<file path="config.mk">
export PLATFORM = sky130hd
export DESIGN_NAME = sca_div
export DESIGN_NICKNAME = d
export VERILOG_FILES = /design/src/sv/sca_pkg.sv /design/src/sv/sca_div.sv
export SDC_FILE = /design/constraint.sdc
export NUM_CORES = 1
export LEC_CHECK = 0
export BUFFER_PORTS_ARGS = -buffer_cell sky130_fd_sc_hd__buf_2
export CORE_MARGIN = 3
export CORE_UTILIZATION = 55
export CTS_BUF_LIST = sky130_fd_sc_hd__clkbuf_8
export DETAILED_ROUTE_END_ITERATION = 7
export GPL_TIMING_DRIVEN = 1
export PLACE_DENSITY_LB_ADDON = 0.1
export SETUP_SLACK_MARGIN = 0.2
export SYNTH_ARGS = -nofsm -noshare
export SYNTH_HDL_FRONTEND = slang
export SYNTH_SLANG_ARGS = --single-unit
</file>
<file path="constraint.sdc">
create_clock -name clk -period 21.8 [get_ports clk]
set_clock_uncertainty 0.1 [all_clocks]
set_input_delay 1.09 -clock clk [delete_from_list [all_inputs] [get_ports clk]]
set_output_delay 1.09 -clock clk [all_outputs]
set_load 0.005 [all_outputs]
</file>
<file path="src/sv/sca_pkg.sv">
// Shared types and constants for the scatter accumulate and average block.
// No dependencies; used by every other file of the block except sca_ram.
`default_nettype none

package sca_pkg;

  localparam int VALUE_W       = 32;
  localparam int IDX_W         = 12;
  localparam int CNT_W         = 8;
  localparam int SUM_W         = VALUE_W + CNT_W;
  localparam int LANES         = 6;
  localparam int PARTICLES_DEF = 4096;
  // widest index any legal store size can need, plus one for the range test
  localparam int IDX_EXT_W     = 17;

  localparam logic [CNT_W-1:0] COUNT_MAX = {CNT_W{1'b1}};

  typedef enum logic [1:0] {
    OP_CLEAR = 2'd0,
    OP_ACCUM = 2'd1,
    OP_READ  = 2'd2
  } op_e;

  typedef struct packed {
    op_e                       op;
    logic [IDX_W-1:0]          particle_index;
    logic                      member_present;
    logic                      cluster_used;
    logic signed [VALUE_W-1:0] pos_x;
    logic signed [VALUE_W-1:0] pos_y;
    logic signed [VALUE_W-1:0] pos_z;
    logic signed [VALUE_W-1:0] vel_x;
    logic signed [VALUE_W-1:0] vel_y;
    logic signed [VALUE_W-1:0] vel_z;
  } in_word_t;

  typedef struct packed {
    logic [IDX_W-1:0]          out_index;
    logic                      has_value;
    logic [CNT_W-1:0]          hit_count;
    logic signed [VALUE_W-1:0] avg_pos_x;
    logic signed [VALUE_W-1:0] avg_pos_y;
    logic signed [VALUE_W-1:0] avg_pos_z;
    logic signed [VALUE_W-1:0] avg_vel_x;
    logic signed [VALUE_W-1:0] avg_vel_y;
    logic signed [VALUE_W-1:0] avg_vel_z;
  } out_word_t;

  typedef logic [LANES-1:0][SUM_W-1:0]   sums_t;
  typedef logic [LANES-1:0][VALUE_W-1:0] vals_t;

  // one store entry: hit count and the six running sums
  typedef struct packed {
    logic [CNT_W-1:0] cnt;
    sums_t            sums;
  } mem_word_t;

endpackage

`default_nettype wire

</file>
<file path="src/sv/sca_div.sv">
// Six-lane radix-2 restoring divider: signed sums over an unsigned count.
// Depends on sca_pkg; one quotient bit per lane per cycle, truncating toward zero.
`default_nettype none

module sca_div (
  input  wire logic                      clk,
  input  wire logic                      rst,
  input  wire logic                      start,
  input  wire sca_pkg::sums_t            dividend,
  input  wire logic [sca_pkg::CNT_W-1:0] divisor,
  output logic                           busy,
  output logic                           done,
  output sca_pkg::vals_t                 quotient
);

  localparam int STEP_W = $clog2(sca_pkg::SUM_W);

  sca_pkg::sums_t                                mag;
  sca_pkg::sums_t                                mag_next;
  logic [sca_pkg::LANES-1:0][sca_pkg::CNT_W-1:0] rem;
  logic [sca_pkg::LANES-1:0][sca_pkg::CNT_W-1:0] rem_next;
  logic [sca_pkg::LANES-1:0]                     neg;
  logic [sca_pkg::CNT_W-1:0]                     dsr;
  logic [STEP_W-1:0]                             step;

  // one restoring step on every lane
  always_comb begin
    logic [sca_pkg::CNT_W:0] sh;
    for (int i = 0; i < sca_pkg::LANES; i++) begin
      sh = {rem[i], mag[i][sca_pkg::SUM_W-1]};
      if (sh >= {1'b0, dsr}) begin
        rem_next[i] = sca_pkg::CNT_W'(sh - {1'b0, dsr});
        mag_next[i] = {mag[i][sca_pkg::SUM_W-2:0], 1'b1};
      end else begin
        rem_next[i] = sh[sca_pkg::CNT_W-1:0];
        mag_next[i] = {mag[i][sca_pkg::SUM_W-2:0], 1'b0};
      end
    end
  end

  // restore sign and narrow to the value width
  always_comb begin
    logic [sca_pkg::SUM_W-1:0] q;
    for (int i = 0; i < sca_pkg::LANES; i++) begin
      q = neg[i] ? (~mag[i] + 1'b1) : mag[i];
      quotient[i] = q[sca_pkg::VALUE_W-1:0];
    end
  end

  // load magnitudes, then iterate one bit per cycle
  always_ff @(posedge clk) begin
    if (rst) begin
      busy <= 1'b0;
      done <= 1'b0;
      step <= '0;
    end else begin
      done <= 1'b0;
      if (start) begin
        busy <= 1'b1;
        step <= STEP_W'(sca_pkg::SUM_W - 1);
        dsr  <= divisor;
        for (int i = 0; i < sca_pkg::LANES; i++) begin
          neg[i] <= dividend[i][sca_pkg::SUM_W-1];
          mag[i] <= dividend[i][sca_pkg::SUM_W-1] ? (~dividend[i] + 1'b1) : dividend[i];
          rem[i] <= '0;
        end
      end else if (busy) begin
        mag  <= mag_next;
        rem  <= rem_next;
        step <= step - 1'b1;
        if (step == '0) begin
          busy <= 1'b0;
          done <= 1'b1;
        end
      end
    end
  end

endmodule

`default_nettype wire

</file>
==> impl_metrics.toml <==
[floorplan]
start_util = 0.562
ios = 445
die_h_um = 211
rows = 74
coreArea_mm2 = 0.0412
dieArea_mm2 = 0.0446
die_w_um = 211

[yosys]
avgSynthCellArea_um2 = 9.21
yosysTopAreaCell = "edfxtp_1"
syn_nets = 2834
ys_types = 62
synth_top_family_by_area = "compound AO/OA/AOI/OAI gates"
muxShareOfSynthArea = 0.0144
ys.flop_type = "edfxtp_1"
synthTopCellsByArea = "edfxtp_1 39%, xor2_1 8.4%, xnor2_1 7.5%"
synth_common_cells = "315 x nor2_1, 302 x edfxtp_1, 269 x a21oi_1"
synth_most_common_cell = "nor2_1"
ys_seq_area_frac = 0.398
synth-seq-cells = 310
synth_edf_count = 302
synth_xor_area_frac = 0.159
post_synth_instance_area_mm2 = 0.0232
synth_compound_area_frac = 0.194
synthSimpleGateAreaFrac = 0.166
syn_inst = 2515
ys.warnings.count = 0
synthAdderAreaFrac = 0.0387
synth_top_area_frac = 0.391
async_reset_ff_frac = 0

[grt]
globalRouteTotalUtil = 0.264
grt_first_pass_wirelength_mm = 97.5
grt_pass1_vias = 19800
gr-total-overflow = 0
antenna_found_initial = 10
grt_max_degree = 190

[timing]
final-hold-violation-count = 0
drv_slew = 0
max_slew_margin = 0.239
fmax_ghz = 0.213
setup_tns_ns = 0
rsz0062_at_grt = "no"
finalSetupViolations = 0
min_period_ns = 4.70
tightest_slew_ns = 1.14
timing.final.crit_share = 0.216

[clock_tree]
cts.repair.resized = 0
clockRootBuffer = "clkbuf_8"
cts_tree = "yes"
cts_made_buffers = 57
cts.sinks = 310
cts_htree_levels = 2
cts_buffer_depth = 3
cts_setup_buffers = 0
ctsHoldBuffers = 0
worstSkewPairLatency_ns = 0.62
clk_pin_slew_worst_paths_ns = 0.07

[layout]
nets = 3230
area_delta_synth_final_pct = 16.0
drive_gt1_frac = 0.197
final_area_mm2 = 0.0269

[detailed_routing]
drtIter0Drc = 1411
antenna_left = 0
via_per_inst = 5.96
routed_wl_mm = 61.7
wl_per_cell_um = 17.6
routed-via-count = 20900
drcViolationCount = 0
first_pass_iters = 5

[critical_path]
startpoint_type = "flip-flop"
cp_top_family = "simple AND/OR/NAND/NOR gates"
cp_cell_sequence = "or4_1 > nor4_2 > nand3b_1 > or3_1 > o41ai_1 > xnor2_1 > buf_2"
cp_slowest_cell = "or4_1"
critPathMaxStageDelay_ns = 0.61
timing.critical_path.buf_inv = 1
crit_fanout = 4
crit_required_ns = 20.61
critPathCaptureType = "output port"
cp.arrival_ns = 3.51
crit_type = "flip-flop to output port"

[power_and_ir_drop]
power.leakage_uw = 0.0101
peakVddDrop_v = 0.0000615
p_per_area_mw_per_mm2 = 66.1

[placed_design]
dp_hpwl_mm = 45.0
place.gp.congestion = 0.916
port_buffers = 444
placed_area_mm2 = 0.0257

[flow_run]
maxCapViolations = 0

[run_status]
outcome = "finished clean"

[hold_path]
hp-class = "flip-flop to flip-flop"
==> power breakdown <==
group	switching (uW)	internal [uW]	total (uW)
Clock	256	316	571
Combinational	240	194	434
Sequential	48.5	722	770
==> cell usage in the layout (no fill, tap or decap), types with 12 or more instances in the layout <==
cell        n
buf_2     443
nor2_1    313
edfxtp_1  302
a21oi_1   269
xor2_1    223
xnor2_1   198
o21ai_0   155
nand2_1   149
o31ai_1   120
inv_1      67
o41ai_1    64
clkbuf_8   64
or3_1      62
ha_1       62
or4_1      48
nand3_1    36
nor4_1     35
nor3_1     34
mux2i_1    30
nor2b_1    24
o21a_1     24
or2_2      20
nand2b_1   20
nand4_1    15
clkinv_1   13
a21o_1     12
clkinv_2   12
==> per-layer routing <==
| layer | wire (um) | share of wire | track usage |
|---|---|---|---|
| met5 | 9 | 0.00015 | 0 |
| met4 | 1870 | 0.030 | 0.0970 |
| met3 | 3520 | 0.057 | 0.0379 |
| met2 | 30000 | 0.49 | 0.450 |
| met1 | 26400 | 0.43 | 0.344 |
==> stage by stage <==
stage                     setup slack, ns  utilization  power [uW]  hold WS [ns]  instances
after floorplan                      6.93            -        1070         0.399       2515
after CTS                           17.08        0.652        1790         0.428       3489
after global placement              17.85        0.624        1200         0.413       3384
after detailed placement            17.78        0.624        1210         0.413       3384
final                               17.10        0.652        1780         0.433       3498
after global routing                16.90        0.652        1870         0.462       3497
==> final timing paths <==
kind / startpoint / to / slack, ns / depth (start not counted)
max: mag[166]$_DFFE_PP_ / quotient[159] / 17.10 / 7
min: mag[118]$_DFFE_PP_ / mag[119]$_DFFE_PP_ / 0.43 / 1
max reg2reg: dsr[1]$_DFFE_PP_ / rem[42]$_SDFFCE_PP0P_ / 18.15 / 9
min reg2reg: mag[118]$_DFFE_PP_ / mag[119]$_DFFE_PP_ / 0.43 / 1
==> layout make-up <==
class                   instances  area [um^2]
clock inverters                41          278
clock buffers                  64          881
repair buffers                452         2300
well taps                     532          666
multi-input cells            2034        13300
inverters                      56          210
flip-flops and latches        310         9230
fillers                      3547        14300
diodes                          9         22.5
==> kinds of logic (layout without fill, tap and decap cells) <==
family	Yosys count	after routing
mux	33	33
xor+xnor	421	421
compound gates	720	720
buf+inv	171	613
fa+ha+maj	68	68
other cells	0	9
flops	310	310
simple gates	792	792
==> state kept, by name (all words and copies together), names as in the netlist <==
name	count
dsr	8
rem	48
neg	6
mag	240
done	1
busy	1
step	6
(Power assumes the default switching activity.)
