--- config.mk ---
export PLATFORM = sky130hd
export DESIGN_NAME = sca_ram
export DESIGN_NICKNAME = d
export VERILOG_FILES = /design/src/sv/sca_ram.sv
export SDC_FILE = /design/constraint.sdc
export NUM_CORES = 1
export LEC_CHECK = 0
export BUFFER_PORTS_ARGS = -buffer_cell sky130_fd_sc_hd__buf_2
export CAP_MARGIN = 20
export CORE_MARGIN = 2
export CORE_UTILIZATION = 60
export CTS_CLUSTER_DIAMETER = 150
export DETAILED_ROUTE_END_ITERATION = 6
export PLACE_DENSITY = 0.78
export SYNTH_ARGS = -nofsm -noshare
export SYNTH_HDL_FRONTEND = slang
export SYNTH_SLANG_ARGS = --single-unit
--- constraint.sdc ---
create_clock -name clk -period 2.1 [get_ports clk]
set_input_delay 0.42 -clock clk [delete_from_list [all_inputs] [get_ports clk]]
set_output_delay 0.42 -clock clk [all_outputs]
set_load 0.01 [all_outputs]
--- src/sv/sca_ram.sv ---
// Generic single write port, single read port RAM with registered read data.
// No dependencies.
`default_nettype none

module sca_ram #(
  parameter int WIDTH = 8,
  parameter int DEPTH = 16
) (
  input  wire logic                     clk,
  input  wire logic                     we,
  input  wire logic [$clog2(DEPTH)-1:0] waddr,
  input  wire logic [WIDTH-1:0]         wdata,
  input  wire logic [$clog2(DEPTH)-1:0] raddr,
  output logic      [WIDTH-1:0]         rdata
);

  logic [WIDTH-1:0] mem [DEPTH];

  // write port and registered read port
  always_ff @(posedge clk) begin
    if (we) begin
      mem[waddr] <= wdata;
    end
    rdata <= mem[raddr];
  end

endmodule

`default_nettype wire

==> flow_metrics.env, run 1 <==
export IMPL_maximum_frequency_from_static_timing_analysis_mhz=682
export IMPL_ctsLongestPathBuffers=2
export IMPL_path_buf_inv=1
export IMPL_worst_endpoint_arrival_ns=1.05
export IMPL_initial_core_utilization_pct=62.3
export IMPL_firstDrtPassIters=5
export IMPL_totalNegativeSetupSlack_ns=0
export IMPL_pd_cells_nw_per_um2=1060
export IMPL_cts_htree_levels=4
export IMPL_clock_sinks=136
export IMPL_min_cycle_time_layout_ns=1.47
export IMPL_rrSetupSlack_ns=0.72
export IMPL_cp_max_fo=1
export IMPL_sequential_cell_area_um2=4000
export IMPL_multi_input_gate_area_um2=1060
export IMPL_cts_root_buffer="clkbuf_8"
export IMPL_clock_skew_ns=0.00444
export IMPL_post_dp_hpwl_um=5920
export IMPL_timing_slew_headroom_pct=71.3
export IMPL_ir_worst_vdd_mv=0.701
export IMPL_final_setup_viol_count=0
export IMPL_report_final_slew_viol_count=0
export IMPL_cts_buffers=17
export IMPL_maximum_number_of_pins_on_one_net_before_global_route_repair=33
export IMPL_die_area_um2=9340
export IMPL_number_of_antenna_violations_at_the_first_check_in_global_routing=0
export IMPL_hold_buffers=0
export IMPL_die_w_um=96.6
export IMPL_cell_chain_of_the_critical_path="buf_2"
export IMPL_drt_vias_per_instance=6.23
export IMPL_layout_drive_gt1_share_pct=32.1
export IMPL_nets=304
export IMPL_fill_cells=458
export IMPL_grt_first_pass_wirelength_um=15500
export IMPL_critical_path_startpoint_type="register"
export IMPL_die_h_um=96.6
export IMPL_status="complete, no violations"
export IMPL_syn_num_nets=247
export IMPL_post_cts_setup_buffers=0
export IMPL_crit_family="flip-flops"
export IMPL_grt_overflow_total=0
export IMPL_post_route_period_util_pct=69.8
export IMPL_synth_seq_cells=136
export IMPL_core_region_area_um2=8260
export IMPL_areaGrowthSynthToFinish_pct=20.0
export IMPL_mappedNetlistArea_um2=5150
export IMPL_hold_start="wdata[1]"
export IMPL_worst_slew_pin_slew_ns=0.431
export IMPL_drtAntennaViolNets=0
export IMPL_numPortBuffers=25
export IMPL_placed_cells=372
export IMPL_critical_path_slowest_cell="dfxtp_1"
export IMPL_vias_in_the_first_global_route=2593
export IMPL_post_cts_resized_instances=0
export IMPL_vias=2516
export IMPL_ioPinCount=26
export IMPL_hold_class="primary input to register"
export IMPL_synth_warning_count=0
export IMPL_totalWireLength_um=10200
export IMPL_num_rows=33
export IMPL_detailedRoute_firstIterationViolations=257
export IMPL_crit_path_max_incr_delay_ns=0.38
export IMPL_netlist_cell_type_count=19
export IMPL_rsz0062_at_grt="false"
export IMPL_setup_worst_path_start="rdata[3]$_DFF_P_"
export IMPL_layout_commonest_cell="edfxtp_1"
export IMPL_hold_viol=0
export IMPL_layout_common_cells="128 x edfxtp_1, 25 x buf_2, 20 x buf_4, 18 x mux4_2"
export IMPL_drc=0
export IMPL_p_leak_nw=2.14
export IMPL_cts_tree="done"
export IMPL_gr_usage_all_layers_pct=23.4
export IMPL_count_of_non_filler_cells_in_the_finished_layout=404
export IMPL_critical_path_required_ns=1.68
export IMPL_num_antenna_cells=0
export IMPL_timing_setup_critical_path_class="register to output port"
export IMPL_worstSetupEndpointType="output port"
export IMPL_number_of_instances_in_the_synthesized_netlist=229
export IMPL_synth_area_per_cell_um2=22.5
export IMPL_cts_reportedPaths_clkPinSlew_ns=0.06
export IMPL_max_cap_violations=0
export IMPL_insertion_delay_ns=0.51
export IMPL_routed_wire_length_per_instance_um=25.2
export IMPL_gp_congestion=0.756
export IMPL_seq_area_frac_synth_pct=77.8
export IMPL_timing_rr_start="mem[1][2]$_DFFE_PP_"
-- flip-flops by register name, indices dropped and copies added, names as in the netlist --
signal,cells
mem,128
rdata,8
-- cell type report --
class                      instances  area share (%)
timing repair buffer              48            5.43
multi-input combinational         83            17.1
tap                              105            2.13
sequential                       136            64.8
clock inverter                    13            3.67
clock buffer                      19            6.83
-- routing by layer --
metal	part of all wire, %	track usage (%)
met1	40	32.8
met2	51	35.5
met4	1.5	9.75
met5	0	0
met3	8.1	6.50
-- through the flow --
step | utilization [%] | hold WS (ns) | worst slack, ns | power [mW] | instance area, um2
global placement | 66.9 | 0.654 | 0.189 | 3.39 | 5530
detailed placement | 66.9 | 0.661 | 0.174 | 3.40 | 5530
CTS | 74.8 | 0.267 | 0.611 | 6.60 | 6180
global route | 74.8 | 0.270 | 0.586 | 6.75 | 6180
floorplan | - | 0.519 | 0.187 | 3.27 | 5150
finish | 74.8 | 0.290 | 0.634 | 6.57 | 6180
-- Yosys cell counts, drive strengths merged --
master / number / area [um2]
a22oi: 16 / 120
and2: 1 / 6.26
and2b: 1 / 7.51
buf: 7 / 56.3
clkdlybuf4s25: 3 / 30.0
dfxtp: 8 / 160
edfxtp: 128 / 3840
mux4: 32 / 773
nand2: 9 / 33.8
nand2b: 2 / 12.5
nand3: 1 / 5.00
nand3b: 2 / 15.0
nor2: 13 / 48.8
nor2b: 1 / 6.26
nor3: 4 / 20.0
or3b: 1 / 8.76
-- final timing paths --
check             depth (start not counted)                   to
setup / recovery                          1             rdata[3]
hold / removal                            1  mem[5][1]$_DFFE_PP_
setup reg to reg                          3     rdata[2]$_DFF_P_
hold reg to reg                           3     rdata[2]$_DFF_P_
-- power by group --
part,internal (mW),leakage [nW],total [mW],switching [mW]
Clock,2.16,0.309,3.22,1.06
Sequential,3.04,1.22,3.06,0.0205
Combinational,0.128,0.606,0.294,0.166
Total,5.32,2.14,6.57,1.24
-- kinds of logic after synthesis --
family / synth area share [%]
buf+inv: 1.68
flops: 77.8
mux: 15.0
compound gates: 2.33
simple gates: 3.18
(Power assumes the default switching activity.)
==> run 2, diff against run 1 <==
- ABC_AREA: default -> 1
- clock period: 2.1 -> 1.5 ns (I/O delays scaled with it)
==> run 2 against run 1 <==
  * The flow now finishes with violations (design-rule violations)
  * Combinational power up 90%
  * Global-route usage grew 4.3 points
  * Critical path depth unchanged
  * Synthesized area rose by 12%
  * Setup slack got worse by 0.47 ns
  * Critical path type unchanged
==> flow_metrics.env, run 2 <==
export IMPL_post_synthesis_async_set_or_reset_flop_share_pct=0
export IMPL_hold_buffers=0
export IMPL_crit_family="flip-flops"
export IMPL_critical_path_startpoint_type="register"
export IMPL_worst_endpoint_arrival_ns=1.04
export IMPL_critical_path_required_ns=1.20
export IMPL_firstDrtPassIters=7
export IMPL_yosys_cell_count_top_type="nand2_1"
export IMPL_detailedRoute_firstIterationViolations=391
export IMPL_post_route_period_util_pct=89.1
export IMPL_core_region_area_um2=9280
export IMPL_cts_htree_levels=4
export IMPL_num_antenna_cells=0
export IMPL_layout_drive_gt1_share_pct=14.3
export IMPL_power_share_switching_pct=20.7
export IMPL_cts_buffers=17
export IMPL_gp_congestion=0.903
export IMPL_netlist_cell_type_count=12
export IMPL_totalWireLength_um=13200
export IMPL_cts_reportedPaths_clkPinSlew_ns=0.06
export IMPL_power_report_internal_total_mw=7.43
export IMPL_p_sw_mw=1.94
export IMPL_synth_area_per_cell_um2=10.5
export IMPL_pd_cells_nw_per_um2=1370
export IMPL_count_of_non_filler_cells_in_the_finished_layout=744
export IMPL_cts_root_buffer="clkbuf_8"
export IMPL_critical_path_slowest_cell="dfxtp_1"
export IMPL_die_w_um=102
export IMPL_status="complete, but fails checks"
export IMPL_drt_vias_per_instance=5.43
export IMPL_totalNegativeSetupSlack_ns=0
export IMPL_power_mw=9.37
export IMPL_worst_slew_pin_slew_ns=0.356
export IMPL_nets=620
export IMPL_num_rows=35
export IMPL_timing_slew_headroom_pct=76.2
export IMPL_rsz0062_at_grt="false"
export IMPL_layout_commonest_cell="nand2_1"
export IMPL_post_cts_resized_instances=0
export IMPL_report_final_slew_viol_count=0
export IMPL_cell_chain_of_the_critical_path="buf_2"
export IMPL_min_cycle_time_layout_ns=1.34
export IMPL_routed_wire_length_per_instance_um=17.7
export IMPL_comb_power_share_pct=6.0
export IMPL_setup_ws_ns=0.164
export IMPL_placed_cells=712
export IMPL_initial_core_utilization_pct=62.1
export IMPL_grt_overflow_total=0
export IMPL_vias=4041
export IMPL_gr_usage_all_layers_pct=27.7
export IMPL_areaGrowthSynthToFinish_pct=18.5
export IMPL_hold_class="primary input to register"
export IMPL_clock_skew_ns=0.00888
export IMPL_top_register="mem"
export IMPL_cp_max_fo=1
export IMPL_violations="design-rule violations"
export IMPL_seq_power_share_pct=45.6
export IMPL_clock_sinks=136
export IMPL_maximum_frequency_from_static_timing_analysis_mhz=749
export IMPL_maximum_number_of_pins_on_one_net_before_global_route_repair=33
export IMPL_grt_first_pass_wirelength_um=20500
export IMPL_netlist_top_cell_by_area="edfxtp_1"
export IMPL_p_leak_nw=3.02
export IMPL_vias_in_the_first_global_route=3865
export IMPL_synth_ff_type="edfxtp_1"
export IMPL_synth_top_cell_area_share_pct=66.7
export IMPL_power_frac_clock_pct=48.4
export IMPL_synth_area_top_cells="edfxtp_1 67%, nand2_1 11%, nand3_1 8.4%, inv_1 6.5%, dfxtp_1 2.8%"
export IMPL_seq_area_frac_synth_pct=69.4
export IMPL_path_buf_inv=1
export IMPL_die_h_um=102
export IMPL_layout_common_cells="173 x nand2_1, 128 x edfxtp_1, 100 x inv_1, 97 x nand3_1, 26 x buf_4"
export IMPL_largest_registers_in_the_final_layout="mem (128), rdata (8)"
export IMPL_timing_setup_critical_path_class="register to output port"
export IMPL_cts_tree="done"
export IMPL_die_area_um2=10400
export IMPL_pre_cts_setup_slack_ns=0.0631
export IMPL_final_setup_viol_count=0
export IMPL_synth_top_cells_by_count="173 x nand2_1, 128 x edfxtp_1, 100 x inv_1, 97 x nand3_1, 17 x nor2_1"
export IMPL_drtAntennaViolNets=0
export IMPL_synth_warning_count=0
export IMPL_synth_seq_cells=136
export IMPL_drc=1
export IMPL_post_dp_hpwl_um=7870
export IMPL_ioPinCount=26
export IMPL_synth_edf_count=128
export IMPL_worstSetupEndpointType="output port"
export IMPL_max_cap_violations=0
export IMPL_ctsLongestPathBuffers=2
export IMPL_numPortBuffers=25
export IMPL_syn_num_nets=569
export IMPL_number_of_instances_in_the_synthesized_netlist=551
export IMPL_number_of_antenna_violations_at_the_first_check_in_global_routing=0
export IMPL_hold_viol=0
export IMPL_insertion_delay_ns=0.53
export IMPL_mappedNetlistArea_um2=5770
export IMPL_ir_worst_vdd_mv=0.922
export IMPL_crit_path_max_incr_delay_ns=0.36
export IMPL_largest_register_ffs=128
export IMPL_post_cts_setup_buffers=0
## run 2: cell count changes after synthesis, moves of 3 or more
cell / change
a22oi_1: -16
nor3_1: -4
mux4_2: -18
buf_2: +10
nand3_1: +96
inv_1: +100
nand2_1: +164
buf_6: +3
nor2_1: +4
clkdlybuf4s25_2: -3
mux4_1: -14
buf_4: +3
## run 2: power groups by stage
stage	sequential [mW]	clock (mW)	combinational, mW
finish	4.27	4.54	0.559
floorplan	4.36	0	0.300
global placement	4.35	0	0.524
global route	4.28	4.71	0.615
CTS	4.27	4.54	0.557
detailed placement	4.35	0	0.542
## run 2: cell families after synthesis
kind of cell / after synthesis / share of synthesized area [%]
simple gates: 289 / 21.0
flops: 136 / 69.4
buf+inv: 126 / 9.52
## run 2: path summary, 6_finish.rpt
kind                   startpoint          endpoint  slack (ns)  cells past startpoint
max              rdata[0]$_DFF_P_          rdata[0]        0.16                      1
min                      raddr[3]  rdata[5]$_DFF_P_        0.14                      3
max reg2reg   mem[6][6]$_DFFE_PP_  rdata[6]$_DFF_P_        0.41                      6
min reg2reg  mem[12][5]$_DFFE_PP_  rdata[5]$_DFF_P_        0.65                      6
## run 2: layout make-up
type / count / area [um2]
sequential: 136 / 4000
fill: 611 / 2450
multi-input combinational: 289 / 1210
clock buffer: 21 / 459
timing repair buffer: 56 / 420
inverter: 102 / 383
clock inverter: 11 / 193
tap: 129 / 161
## run 2: routing by layer
layer  track usage (%)  up-vias  part of all wire, %
met5                 0        -                    0
met1              35.5     1919                   39
met4              13.0        0                  2.8
met3              7.18       36                  8.0
met2              44.6      213                   50
li1                  -     1873                    -
## run 2: through the flow
stage / instance area (um2) / util [%] / hold WS (ns)
final: 6830 / 73.6 / 0.145
after global routing: 6830 / 73.6 / 0.147
after global placement: 6180 / 66.6 / 0.641
after floorplan: 5770 / - / 0.399
after CTS: 6830 / 73.6 / 0.134
after detailed placement: 6180 / 66.6 / 0.647
==> run 3, diff against run 2 <==
- CORE_UTILIZATION: 60 -> 38
- PLACE_DENSITY: 0.78 -> default
==> run 3 against run 2 <==
  * The run now ends clean
  * Clock skew about the same
  * Worst hold slack improved by 0.12 ns
  * Wire length decreased by 2.6%
  * Global-route usage fell by 11 points
  * Critical endpoint is now rdata[3]
  * Critical path depth unchanged
  * Register-to-register slack better by 0.09 ns
  * Setup slack better by 0.099 ns
  * Final area stayed put
  * Utilization down 28 points
  * Clock power down 5.5%
  * Via count is 6.6% lower
  * Non-clock buffer count down 3
==> flow_metrics.env, run 3 (synthesis gave the netlist of run 2 again) <==
export IMPL_max_cap_violations=0
export IMPL_maximum_frequency_from_static_timing_analysis_mhz=808
export IMPL_num_antenna_cells=0
export IMPL_number_of_antenna_violations_at_the_first_check_in_global_routing=0
export IMPL_ioPinCount=26
export IMPL_hold_class="primary input to register"
export IMPL_timing_setup_critical_path_class="register to output port"
export IMPL_worst_endpoint_arrival_ns=0.94
export IMPL_post_cts_setup_buffers=0
export IMPL_rsz0062_at_grt="false"
export IMPL_power_mw=9.10
export IMPL_count_of_non_filler_cells_in_the_finished_layout=800
export IMPL_nets=617
export IMPL_insertion_delay_ns=0.42
export IMPL_ctsLongestPathBuffers=2
export IMPL_largest_registers_in_the_final_layout="mem (128), rdata (8)"
export IMPL_die_area_um2=16200
export IMPL_maximum_number_of_pins_on_one_net_before_global_route_repair=33
export IMPL_final_core_utilization_pct=45.5
export IMPL_rrSetupSlack_ns=0.50
export IMPL_path_buf_inv=1
export IMPL_min_cycle_time_layout_ns=1.24
export IMPL_die_w_um=127
export IMPL_final_setup_viol_count=0
export IMPL_post_cts_resized_instances=0
export IMPL_grt_first_pass_wirelength_um=20100
export IMPL_vias=3773
export IMPL_critical_path_startpoint_type="register"
export IMPL_clock_skew_ns=0.00883
export IMPL_crit_family="flip-flops"
export IMPL_firstDrtPassIters=4
export IMPL_gp_congestion=0.802
export IMPL_critical_path_slowest_cell="dfxtp_1"
export IMPL_cts_buffers=17
export IMPL_totalNegativeSetupSlack_ns=0
export IMPL_cts_htree_levels=4
export IMPL_whs_ns=0.268
export IMPL_crit_path_max_incr_delay_ns=0.37
export IMPL_placed_cells=768
export IMPL_drtAntennaViolNets=0
export IMPL_gr_usage_all_layers_pct=16.8
export IMPL_post_dp_hpwl_um=8110
export IMPL_top_register="mem"
export IMPL_timing_slew_headroom_pct=75.2
export IMPL_cts_tree="done"
export IMPL_hold_viol=0
export IMPL_status="complete, no violations"
export IMPL_clock_sinks=136
export IMPL_p_leak_nw=2.97
export IMPL_cts_root_buffer="clkbuf_16"
export IMPL_post_route_period_util_pct=82.5
export IMPL_routed_wire_length_per_instance_um=16.1
export IMPL_detailedRoute_firstIterationViolations=267
export IMPL_largest_register_ffs=128
export IMPL_cell_chain_of_the_critical_path="buf_2"
export IMPL_critical_path_required_ns=1.20
export IMPL_worst_slew_pin_slew_ns=0.372
export IMPL_pd_cells_nw_per_um2=1330
export IMPL_totalWireLength_um=12800
export IMPL_drc=0
export IMPL_layout_drive_gt1_share_pct=13.9
export IMPL_cts_reportedPaths_clkPinSlew_ns=0.06
export IMPL_layout_common_cells="173 x nand2_1, 128 x edfxtp_1, 100 x inv_1, 97 x nand3_1, 25 x buf_2"
export IMPL_num_rows=45
export IMPL_grt_overflow_total=0
export IMPL_numPortBuffers=25
export IMPL_vias_in_the_first_global_route=3668
export IMPL_ir_worst_vdd_mv=0.934
export IMPL_core_region_area_um2=15000
export IMPL_layout_commonest_cell="nand2_1"
export IMPL_drt_vias_per_instance=4.72
export IMPL_die_h_um=127
export IMPL_cp_max_fo=1
export IMPL_report_final_slew_viol_count=0
export IMPL_hold_buffers=0
export IMPL_initial_core_utilization_pct=38.4
export IMPL_worstSetupEndpointType="output port"
export IMPL_areaGrowthSynthToFinish_pct=18.5
==> run 3: worst paths after layout <==
path | endpoint | cells past startpoint | from
max | rdata[3] | 1 | rdata[3]$_DFF_P_
min | mem[15][5]$_DFFE_PP_ | 1 | wdata[5]
max reg2reg | rdata[5]$_DFF_P_ | 6 | mem[9][5]$_DFFE_PP_
min reg2reg | rdata[4]$_DFF_P_ | 6 | mem[2][4]$_DFFE_PP_
==> run 3: final cells by class <==
class	instances	area [um2]
timing repair buffer	53	385
fill	1356	8200
multi-input combinational	289	1210
sequential	136	4000
clock buffer	19	433
tap	188	235
clock inverter	13	180
inverter	102	383
==> run 3: metal layers <==
| metal | track usage, % | part of all wire [%] |
|---|---|---|
| met4 | 7.18 | 2.1 |
| met3 | 3.27 | 4.0 |
| met1 | 21.1 | 44 |
| met2 | 28.4 | 50 |
| met5 | 0 | 0 |
==> run 3: stage by stage <==
| stage | cell area, um2 | setup slack, ns |
|---|---|---|
| after CTS | 6830 | 0.243 |
| after detailed placement | 6220 | 0.110 |
| after global placement | 6220 | 0.115 |
| after global routing | 6830 | 0.250 |
| after floorplan | 5770 | 0.249 |
| final | 6830 | 0.263 |
==> run 3: power by group <==
part	leakage (nW)	switching [mW]	internal [mW]	total (mW)
Sequential	1.22	0.0286	4.25	4.28
Combinational	1.45	0.361	0.174	0.535
Clock	0.293	1.52	2.77	4.29
